### src/rtl/psb_ram.sv
// ----------------------------------------------------------------------------
// psb_ram
// Generic single-write, single-read synchronous RAM with registered read.
// A read of the address being written returns the old contents.
// ----------------------------------------------------------------------------
module psb_ram #(
   parameter int unsigned WIDTH = 64,
   parameter int unsigned DEPTH = 64
) (
   input  logic                     clock,
   input  logic                     we,
   input  logic [$clog2(DEPTH)-1:0] waddr,
   input  logic [WIDTH-1:0]         wdata,
   input  logic                     re,
   input  logic [$clog2(DEPTH)-1:0] raddr,
   output logic [WIDTH-1:0]         rdata
);

   logic [WIDTH-1:0] mem_ff [DEPTH];
   logic [WIDTH-1:0] rdata_ff;

   always_ff @(posedge clock) begin
      if (we) begin
         mem_ff[waddr] <= wdata;
      end
      if (re) begin
         rdata_ff <= mem_ff[raddr];
      end
   end

   assign rdata = rdata_ff;

endmodule

### config.mk
export PLATFORM = sky130hd
export DESIGN_NAME = psb_ram
export DESIGN_NICKNAME = d
export VERILOG_FILES = /design/src/rtl/psb_ram.sv
export SDC_FILE = /design/constraint.sdc
export NUM_CORES = 2
export LEC_CHECK = 0
export BUFFER_PORTS_ARGS = -buffer_cell sky130_fd_sc_hd__buf_2
export CAP_MARGIN = 25
export CELL_PAD_IN_SITES_DETAIL_PLACEMENT = 1
export CELL_PAD_IN_SITES_GLOBAL_PLACEMENT = 1
export CORE_MARGIN = 10
export CORE_UTILIZATION = 53
export DETAILED_ROUTE_END_ITERATION = 16
export GPL_TIMING_DRIVEN = 0
export PLACE_DENSITY_LB_ADDON = 0.1
export SLEW_MARGIN = 5
export SYNTH_ARGS = -nofsm -noshare
export SYNTH_HDL_FRONTEND = slang
export SYNTH_SLANG_ARGS = --single-unit
### constraint.sdc
create_clock -name clock -period 15.6 [get_ports clock]
set_input_delay 1.56 -clock clock [delete_from_list [all_inputs] [get_ports clock]]
set_output_delay 1.56 -clock clock [all_outputs]
set_load 0.1 [all_outputs]
==> results.json <==
{
  "status": "finished clean",
  "die_height_um": 564,
  "worst-path-max-fanout": 12,
  "route.vias.total": 78077,
  "top_level_ports": 143,
  "mappedNetlistArea_mm2": 0.157,
  "antenna_found_initial": 46,
  "period_minus_slack_ps": 4980,
  "hold_path_depth": 4,
  "async_flop_share": 0,
  "std_cell_rows": 199,
  "timing_hold_violations_final": 0,
  "mappedNetlistNets": 6677,
  "critPathArrivalTime_ps": 5600,
  "maximum_number_of_pins_on_one_net_before_global_route_repair": 65,
  "worst-r2r-cell-count": 5,
  "cellPowerDensity_mw_per_mm2": 130,
  "grt_overflow_total": 0,
  "relSlewSlack": 0.210,
  "pin_slew_with_the_least_headroom_to_its_limit_ps": 1190,
  "synth_cells": 6598,
  "synth.ff_latch_count": 4160,
  "port_buffers": 134,
  "hold_buffers": 0,
  "synth_flop_cell": "edfxtp_1",
  "synth-edff-count": 4160,
  "worstHoldEndpoint": "rdata[44]$_DFFE_PP_",
  "cts-root-to-sink-buffers": 4,
  "area_delta_synth_final_pct": 16.1,
  "cts-htree-levels": 5,
  "rsz0062_at_grt": "no",
  "numCtsBuffers": 417,
  "nFillCells": 23329,
  "maximum_operating_frequency_mhz": 201,
  "cts_repair_resized_insts": 0,
  "worst_min_delay_path_class": "flop to flop",
  "cts_sinks": 4160,
  "insertion_delay_ps": 950,
  "mostFrequentLayoutCells": "edfxtp_1, mux4_2, clkbuf_16, buf_2, clkbuf_1",
  "fin_worst_skew_ps": 39.8,
  "max_cap_violations": 0,
  "dpl_cell_area_mm2": 0.168,
  "synth_largest_type_area_fraction": 0.796,
  "layout_setup_ws_ps": 10620,
  "critical_path_class": "primary input to flop",
  "multi_input_area_mm2": 0.0307,
  "worst_setup_path_start": "raddr[2]",
  "worst_setup_path_end_kind": "flop",
  "postLayoutCellArea_mm2": 0.182,
  "end_of_the_worst_register_to_register_path": "rdata[38]$_DFFE_PP_",
  "gp_routability_congestion": 0.807,
  "cts_tree": "yes",
  "cts.repair_timing.setup_buffer_count": 0,
  "post_synth_main_area_contributors": "edfxtp_1, mux4_2, mux2i_1",
  "worst_r2r_startpoint": "mem_ff[60][38]$_DFFE_PP_",
  "grt_use_total": 0.286,
  "max-vdd-ir-drop_uv": 93.9,
  "chipWidth_um": 564,
  "detail_route.first_pass.iterations": 6,
  "number_of_global_route_vias_before_repair": 81173,
  "critPathLaunchType": "primary input",
  "route.detailed.wl_per_inst_um": 39.1,
  "final-max-slew-violation-count": 0,
  "tns_ps": 0,
  "netlist-cell-type-count": 32,
  "timing.hold.worst.start": "mem_ff[51][44]$_DFFE_PP_",
  "share_of_cells_above_drive_strength_1": 0.302,
  "drtIter0Drc": 11796,
  "cp.required_ps": 16230,
  "place_hpwl_um": 309000,
  "worst-r2r-setup-slack_ps": 12510,
  "die-area_mm2": 0.318,
  "post-place-ws_ps": 9660,
  "sequential_element_share_of_the_synthesized_area": 0.796,
  "layout.cells.most_common": "edfxtp_1",
  "yosysTopAreaCell": "edfxtp_1",
  "start_util": 0.533,
  "ff_latch_area_mm2": 0.125,
  "leakage_power_of_the_design_nw": 57.3,
  "clkTransAtPathRegs_ps": 60,
  "final_net_count": 7539,
  "ys.warnings.count": 0,
  "grt_pass1_wl_um": 640000,
  "via_per_inst": 6.65,
  "remaining_drc_errors": 0,
  "clockRootBuffer": "clkbuf_16",
  "route.final.wire_length_um": 459000,
  "antenna_violating_nets_post_route": 0,
  "number_of_failing_setup_endpoints_in_the_final_timing_report": 0,
  "floorplan.core_area_mm2": 0.294,
  "layout_worst_path_cycle_share": 0.319,
  "syn_avg_cell_area_um2": 23.8
}
-- layer usage --
layer | GRT usage | wire length (µm)
met5 | 0 | 79
met4 | 0.0996 | 17500
met3 | 0.0603 | 46500
met2 | 0.449 | 218000
met1 | 0.407 | 177000
-- worst max-delay path, cell delays in order --
cell and delay, ps:
buf_2 210, buf_4 340, buf_2 530, buf_2 650, buf_4 380, mux2i_1 160, o22ai_1 640, a31oi_1 310
a211oi_1 750
-- cell usage after synthesis (all sizes together), types with 2 or more instances --
cell        n
o22ai      83
nand3      45
or3        29
o221ai     38
and3       64
a31oi      18
and2        3
nand2      58
a2bb2oi    19
nor3        2
nand2b     11
mux4     1024
nand4       2
mux2i     135
nor2      112
a22oi     168
inv        19
a211oi     63
buf       230
nor2b      28
a22o       88
or2        28
clkbuf    140
nand3b      2
edfxtp   4160
a41oi      26
-- logic make-up after synthesis --
group,Yosys count,share of synthesized area
AOI/OAI and AO/OA,504,0.0247
buffers and inverters,389,0.0118
muxes,1159,0.156
and+or+nand+nor,386,0.0123
DFF,4160,0.796
-- stage by stage --
stage,hold slack (ps),cells,power (W),utilization
global placement,933,10651,0.0140,0.552
floorplan,865,6598,0.0134,-
detailed placement,946,10932,0.0140,0.572
CTS,963,11696,0.0238,0.617
finish,967,11748,0.0237,0.619
global route,956,11727,0.0243,0.619
-- how the worst max path moves through the flow --
stage	endpoint	slack, ps	depth (start not counted)
floorplan	mem_ff[48][0]$_DFFE_PP_	8600	4
global placement	mem_ff[48][35]$_DFFE_PP_	2070	4
detailed placement	rdata[7]$_DFFE_PP_	9660	9
CTS	rdata[7]$_DFFE_PP_	10670	9
global route	rdata[39]$_DFFE_PP_	10600	9
finish	rdata[7]$_DFFE_PP_	10620	9
-- power breakdown --
| part | internal [W] | switching (W) |
|---|---|---|
| logic | 0.000438 | 0.000969 |
| clock network | 0.00561 | 0.00423 |
| registers | 0.0124 | 0.0000228 |
| total | 0.0184 | 0.00522 |
-- registers in the layout (all words and copies together) (netlist names) --
| signal | count |
|---|---|
| mem_ff | 4096 |
| rdata | 64 |
-- area by class of cell --
class | count | share of cell area
Multi-Input combinational cell | 2049 | 0.169
Clock inverter | 250 | 0.0123
Timing Repair Buffer | 443 | 0.0357
Antenna cell | 24 | 0.000330
Buffer | 370 | 0.00979
Sequential cell | 4160 | 0.686
Inverter | 19 | 0.000391
Tap cell | 3919 | 0.0269
Clock buffer | 514 | 0.0604
No activity file was read; power rests on OpenSTA's default activity.
