===== config.mk =====
export PLATFORM = sky130hd
export DESIGN_NAME = psb_mark
export DESIGN_NICKNAME = d
export VERILOG_FILES = /design/src/rtl/psb_pkg.sv /design/src/rtl/psb_mark.sv
export SDC_FILE = /design/constraint.sdc
export NUM_CORES = 1
export LEC_CHECK = 0
export BUFFER_PORTS_ARGS = -buffer_cell sky130_fd_sc_hd__clkbuf_2
export CAP_MARGIN = 20
export CORE_AREA = 2 2 89 91
export CTS_CLUSTER_DIAMETER = 150
export DETAILED_ROUTE_END_ITERATION = 6
export DIE_AREA = 0 0 91 93
export HOLD_SLACK_MARGIN = 0.15
export PLACE_DENSITY = 0.77
export RECOVER_POWER = 25
export SLEW_MARGIN = 0
export SYNTH_ARGS = -nofsm -noshare
export SYNTH_HDL_FRONTEND = slang
export SYNTH_SLANG_ARGS = --single-unit
export TNS_END_PERCENT = 50

===== constraint.sdc =====
create_clock -name clock -period 1.9 [get_ports clock]
set_input_delay 0 -clock clock [delete_from_list [all_inputs] [get_ports clock]]
set_output_delay 0 -clock clock [all_outputs]
set_load 0.005 [all_outputs]

===== src/rtl/psb_pkg.sv =====
// ----------------------------------------------------------------------------
// psb_pkg
// Shared constants and types for the prime sieve bitmap block.
// ----------------------------------------------------------------------------
package psb_pkg;

   localparam int unsigned MAP_BITS  = 4096;
   localparam int unsigned FLAG_W    = 64;                    // flags per stored word
   localparam int unsigned MAP_WORDS = MAP_BITS / FLAG_W;
   localparam int unsigned WORD_AW   = $clog2(MAP_WORDS);     // word address width
   localparam int unsigned BIT_W     = $clog2(FLAG_W);        // bit select width
   localparam int unsigned LIMIT_W   = 12;                    // upper_limit field width
   localparam int unsigned POS_W     = 13;                    // mark pointer width
   localparam int unsigned BASE_W    = 7;                     // bases never pass 64

   // one clear request into the read-modify-write pipe
   typedef struct packed {
      logic               vld;
      logic [WORD_AW-1:0] word;
      logic [BIT_W-1:0]   bit_sel;
   } mark_req_type;

   // one write into the flag memory
   typedef struct packed {
      logic               en;
      logic [WORD_AW-1:0] addr;
      logic [FLAG_W-1:0]  data;
   } ram_wr_type;

endpackage


===== src/rtl/psb_mark.sv =====
// ----------------------------------------------------------------------------
// psb_mark
// Read-modify-write pipe that clears one flag per request. The read is issued
// by the caller; the data returns in the next cycle and is written back with
// the selected bit cleared. The previous write is forwarded when it hits the
// same word, since the memory returned the old contents for that read.
// ----------------------------------------------------------------------------
module psb_mark (
   input  logic                              clock,
   input  logic                              reset,
   input  psb_pkg::mark_req_type             issue,
   input  logic [psb_pkg::FLAG_W-1:0]        rd_data,
   output psb_pkg::ram_wr_type               wr
);

   psb_pkg::mark_req_type            s1_ff;
   psb_pkg::mark_req_type            s1_in;
   logic                             last_vld_ff;
   logic [psb_pkg::WORD_AW-1:0]      last_addr_ff;
   logic [psb_pkg::FLAG_W-1:0]       last_data_ff;
   logic [psb_pkg::FLAG_W-1:0]       merge_base;
   logic [psb_pkg::FLAG_W-1:0]       clr_mask;

   assign s1_in = issue;

   always_comb begin
      if (last_vld_ff && (last_addr_ff == s1_ff.word)) begin
         merge_base = last_data_ff;
      end else begin
         merge_base = rd_data;
      end
      clr_mask = {{(psb_pkg::FLAG_W-1){1'b0}}, 1'b1} << s1_ff.bit_sel;
   end

   assign wr.en   = s1_ff.vld;
   assign wr.addr = s1_ff.word;
   assign wr.data = merge_base & ~clr_mask;

   always_ff @(posedge clock) begin
      if (reset) begin
         s1_ff.vld   <= 1'b0;
         last_vld_ff <= 1'b0;
      end else begin
         s1_ff.vld   <= s1_in.vld;
         last_vld_ff <= wr.en;
      end
      s1_ff.word    <= s1_in.word;
      s1_ff.bit_sel <= s1_in.bit_sel;
      last_addr_ff  <= wr.addr;
      last_data_ff  <= wr.data;
   end

   a_issue_writes: assert property (@(posedge clock) disable iff (reset)
      issue.vld |=> wr.en)
      else $error("clear request did not produce a write");

   a_bit_cleared: assert property (@(posedge clock) disable iff (reset)
      wr.en |-> !wr.data[s1_ff.bit_sel])
      else $error("selected flag not cleared");

   a_fwd_monotone: assert property (@(posedge clock) disable iff (reset)
      (wr.en && $past(wr.en) && (wr.addr == $past(wr.addr)))
         |-> ((wr.data | $past(wr.data)) == $past(wr.data)))
      else $error("back-to-back write to one word restored a cleared flag");

endmodule

==> results by group <==
Status
  – Run status: finished with violations
  – Failing checks: setup timing

Placed design
  – Detailed Place HPWL: 6850 um
  – Port bufs: 149
  – Gp weighted congestion: 0.789
  – Pre-CTS setup slack: 186 ps
  – Area of placed instances: 4220 um2

Yosys
  – Post-synth design cell area: 3410 um2
  – Primary FF master, synth: sky130_fd_sc_hd__dfxtp_1
  – Yosys cell types: 24
  – Most frequent cells after synthesis: 84 x sky130_fd_sc_hd__dfxtp_1, 65 x sky130_fd_sc_hd__nand3_1, 64 x sky130_fd_sc_hd__a22oi_1, 43 x sky130_fd_sc_hd__o21ai_0, 21 x sky130_fd_sc_hd__o21ai_1
  – Post-synthesis async set-or-reset flop share: 0%
  – Leading area contributor after synthesis: sky130_fd_sc_hd__dfxtp_1
  – Syn nets: 433
  – Cell count after synthesis: 354
  – Mean post-synth cell area: 9.63 um2
  – Yosys warnings: 0
  – Proportion of synthesized chip area in sequential cells: 49.3%
  – Library cell with the highest instance count after synthesis: sky130_fd_sc_hd__dfxtp_1
  – Largest cells by area after synthesis: sky130_fd_sc_hd__dfxtp_1 49%, sky130_fd_sc_hd__a22oi_1 14%, sky130_fd_sc_hd__nand3_1 9.5%
  – Yosys top cell area share: 49.3%
  – Number of synthesized flops with an enable pin: 0
  – Register bit count reported by yosys: 84

Critical path
  – Family with the most delay on the worst path: simple AND/OR/NAND/NOR gates
  – Critical path class: flip-flop to output pin
  – Highest-delay cell along the critical path: sky130_fd_sc_hd__dfxtp_2
  – Worst-path fanout max: 9
  – CP peak stage delay: 350 ps
  – Startpoint Class: flip-flop
  – Worst endpoint required time: 1900 ps
  – CP Capture Type: output pin
  – Buf/Inv on CP: 2
  – Cells along the critical path: xnor2_2 -> and4_4 -> clkbuf_16 -> nand3_1 -> a22oi_1 -> clkbuf_2
  – Arrival time reported for the critical path endpoint: 1940 ps

STA
  – Final total negative setup slack: -52.8 ps
  – Max-slew violations: 0
  – Final Setup Violations: 3
  – Clock period minus worst slack: 1940 ps
  – Final count of hold timing violations: 0
  – Hold WS: 292 ps
  – Slew at the pin closest to its max-slew limit: 883 ps
  – Worst-case headroom to the max-slew limit: 40.7%
  – Final critical-path share of the clock period: 102%
  – Fin worst setup slack: -36.3 ps
  – Upper clock frequency limit: 516 MHz
  – Unrepaired setup endpoints after global routing: true
  – Fin Clk Skew: 11.2 ps

Clock network
  – TritonCTS clock tree: done
  – Number of clock sinks seen by CTS: 84
  – Clk Latency, worst-skew pair: 350 ps
  – Maximum count of clock buffers along a single path: 2
  – Number of buffers inserted during clock tree synthesis: 9
  – Clock input transition at the sequential cells of the worst setup and hold paths: 80 ps
  – Clock root buffer: sky130_fd_sc_hd__clkbuf_8
  – Number of levels the H-tree was split into: 3

Floorplan
  – Starting density of the core: 45.3%
  – Top-level I/O count: 150
  – Die area: 8460 um2
  – DIE HEIGHT: 93 um
  – Total number of placement rows: 32
  – DIE WIDTH: 91 um
  – Area of the core region: 7530 um2

Run
  – Number of max-capacitance violations reported: 0

Power
  – Switching power share of the total: 26.7%
  – Int Power: 2950 uW
  – Clk pwr share: 33.1%
  – Peak VDD IR: 0.512 mV
  – Part of the total power dissipated in combinational logic: 19.5%
  – Pwr/cell area: 692 nW/um2
  – Pleak: 0.00244 uW
  – Net switching component of the power: 1070 uW
  – Reg power frac: 47.4%

GRT
  – Residual overflow from global routing: 0
  – Wire length of the first global-routing pass: 18900 um
  – Vias in the first global route: 3702
  – Number of antenna violations at the first check in global routing: 0
  – Overall Global Routing Usage: 28.3%
  – Largest net degree at the start of global routing: 65

Drt
  – Routed wirelength normalized by instance count: 20.2 um
  – Iteration count of the initial detailed-routing pass: 5
  – Routed Antenna Nets: 0
  – Residual DRC count: 0
  – Detailed Route WL: 14000 um
  – Via/cell ratio: 5.72
  – Total via count after detailed routing: 3969
  – Iteration-0 DRC Markers: 204

Min path
  – Hold crit path type: input port to flip-flop

Layout
  – Post-route design area: 5820 um2
  – Ratio of cells with drive above 1 in the final layout: 49.3%
  – Share of the core filled with cells: 77.3%
  – Final Net Count: 666
  – Number of filler cells placed in the layout: 518
  – Area added between synthesis and finish: 70.6%
  – Count of inserted antenna diode cells: 0
[cells in the final DEF, fill, tap and decap left out, drive strengths merged, types with 2 or more instances in the layout]
cell type | netlist | layout
o21ai | 64 | 64
clkinv | 0 | 3
buf | 28 | 60
nor3b | 4 | 4
xnor2 | 6 | 6
nor2 | 2 | 2
nor4b | 4 | 4
nor4bb | 4 | 4
nand2 | 2 | 2
nor2b | 4 | 4
dlygate4sd3 | 0 | 78
nor3 | 2 | 2
clkbuf | 16 | 139
nand3 | 65 | 65
dfxtp | 84 | 84
a22oi | 64 | 64
[flip-flops by register name, indices dropped and copies added, names as in the netlist]
register,flops
last_data_ff,64
wr,7
last_addr_ff,6
s1_ff,6
last_vld_ff,1
[logic make-up (layout without fill, tap and decap cells)]
group                     Yosys count  count (layout)  synth area share (%)
and+or+nand+nor                    92              92                  15.7
DFF                                84              84                  49.3
xor gates and xnor gates            6               6                  1.54
AOI/OAI and AO/OA                 128             128                  23.5
buffers and inverters              44             282                  9.94
[worst register-to-register path: stages, from the launching register on]
cell                      delay [ps]
sky130_fd_sc_hd__dfxtp_2         350
sky130_fd_sc_hd__xnor2_2         190
sky130_fd_sc_hd__nand4_2         130
sky130_fd_sc_hd__buf_4           250
sky130_fd_sc_hd__o21ai_0         300
sky130_fd_sc_hd__a22oi_2         120
sky130_fd_sc_hd__buf_4           150
[layout make-up]
type                       instances  area (um2)  share of cell area, %
timing repair buffer             266        1980                   34.0
multi-input combinational        226        1810                   31.1
sequential                        84        1690                   29.1
clock buffer                      11         151                   2.60
tap                              102         128                   2.19
clock inverter                     5        60.1                   1.03
[per-layer routing]
layer | GRT usage, % | part of all wire, % | wire [um]
met1 | 33.6 | 39 | 5420
met2 | 50.8 | 50 | 7020
met3 | 5.88 | 7.4 | 1040
met4 | 10.1 | 3.9 | 545
met5 | 0 | 0 | 0
[power groups by stage]
stage	combinational [uW]	clock [uW]	sequential, uW
finish	784	1330	1910
global route	826	1420	1920
CTS	649	1350	1900
detailed placement	487	0	1940
global placement	477	0	1930
floorplan	263	0	1930
[final timing paths]
| path | start | end | slack (ps) | cells past startpoint |
|---|---|---|---|---|
| worst max-delay path | wr[66] | wr[38] | -40 | 6 |
| worst min-delay path | issue[9] | wr[67] | 290 | 2 |
| worst max register to register | wr[66] | last_data_ff[48] | 300 | 6 |
| worst min register to register | wr[64] | last_addr_ff[0] | 390 | 0 |
[repair_timing]
action / 4_1_cts / 5_1_grt
endpoints found under the hold margin: 78 / 0
gates cloned: 1 / 7
setup endpoints to repair: 64 / 63
resized for setup: 24 / 94
pin swaps: 0 / 7
hold buffers: 78 / 0
buffers inserted: 0 / 1
[through the flow]
| stage | total power, uW | instances |
|---|---|---|
| 2_1_floorplan | 2190 | 354 |
| 3_3_place_gp | 2410 | 590 |
| 3_5_place_dp | 2420 | 591 |
| 4_1_cts | 3900 | 686 |
| 5_1_grt | 4170 | 694 |
| 6_report | 4020 | 694 |
Power figures use the tool's default switching activity.
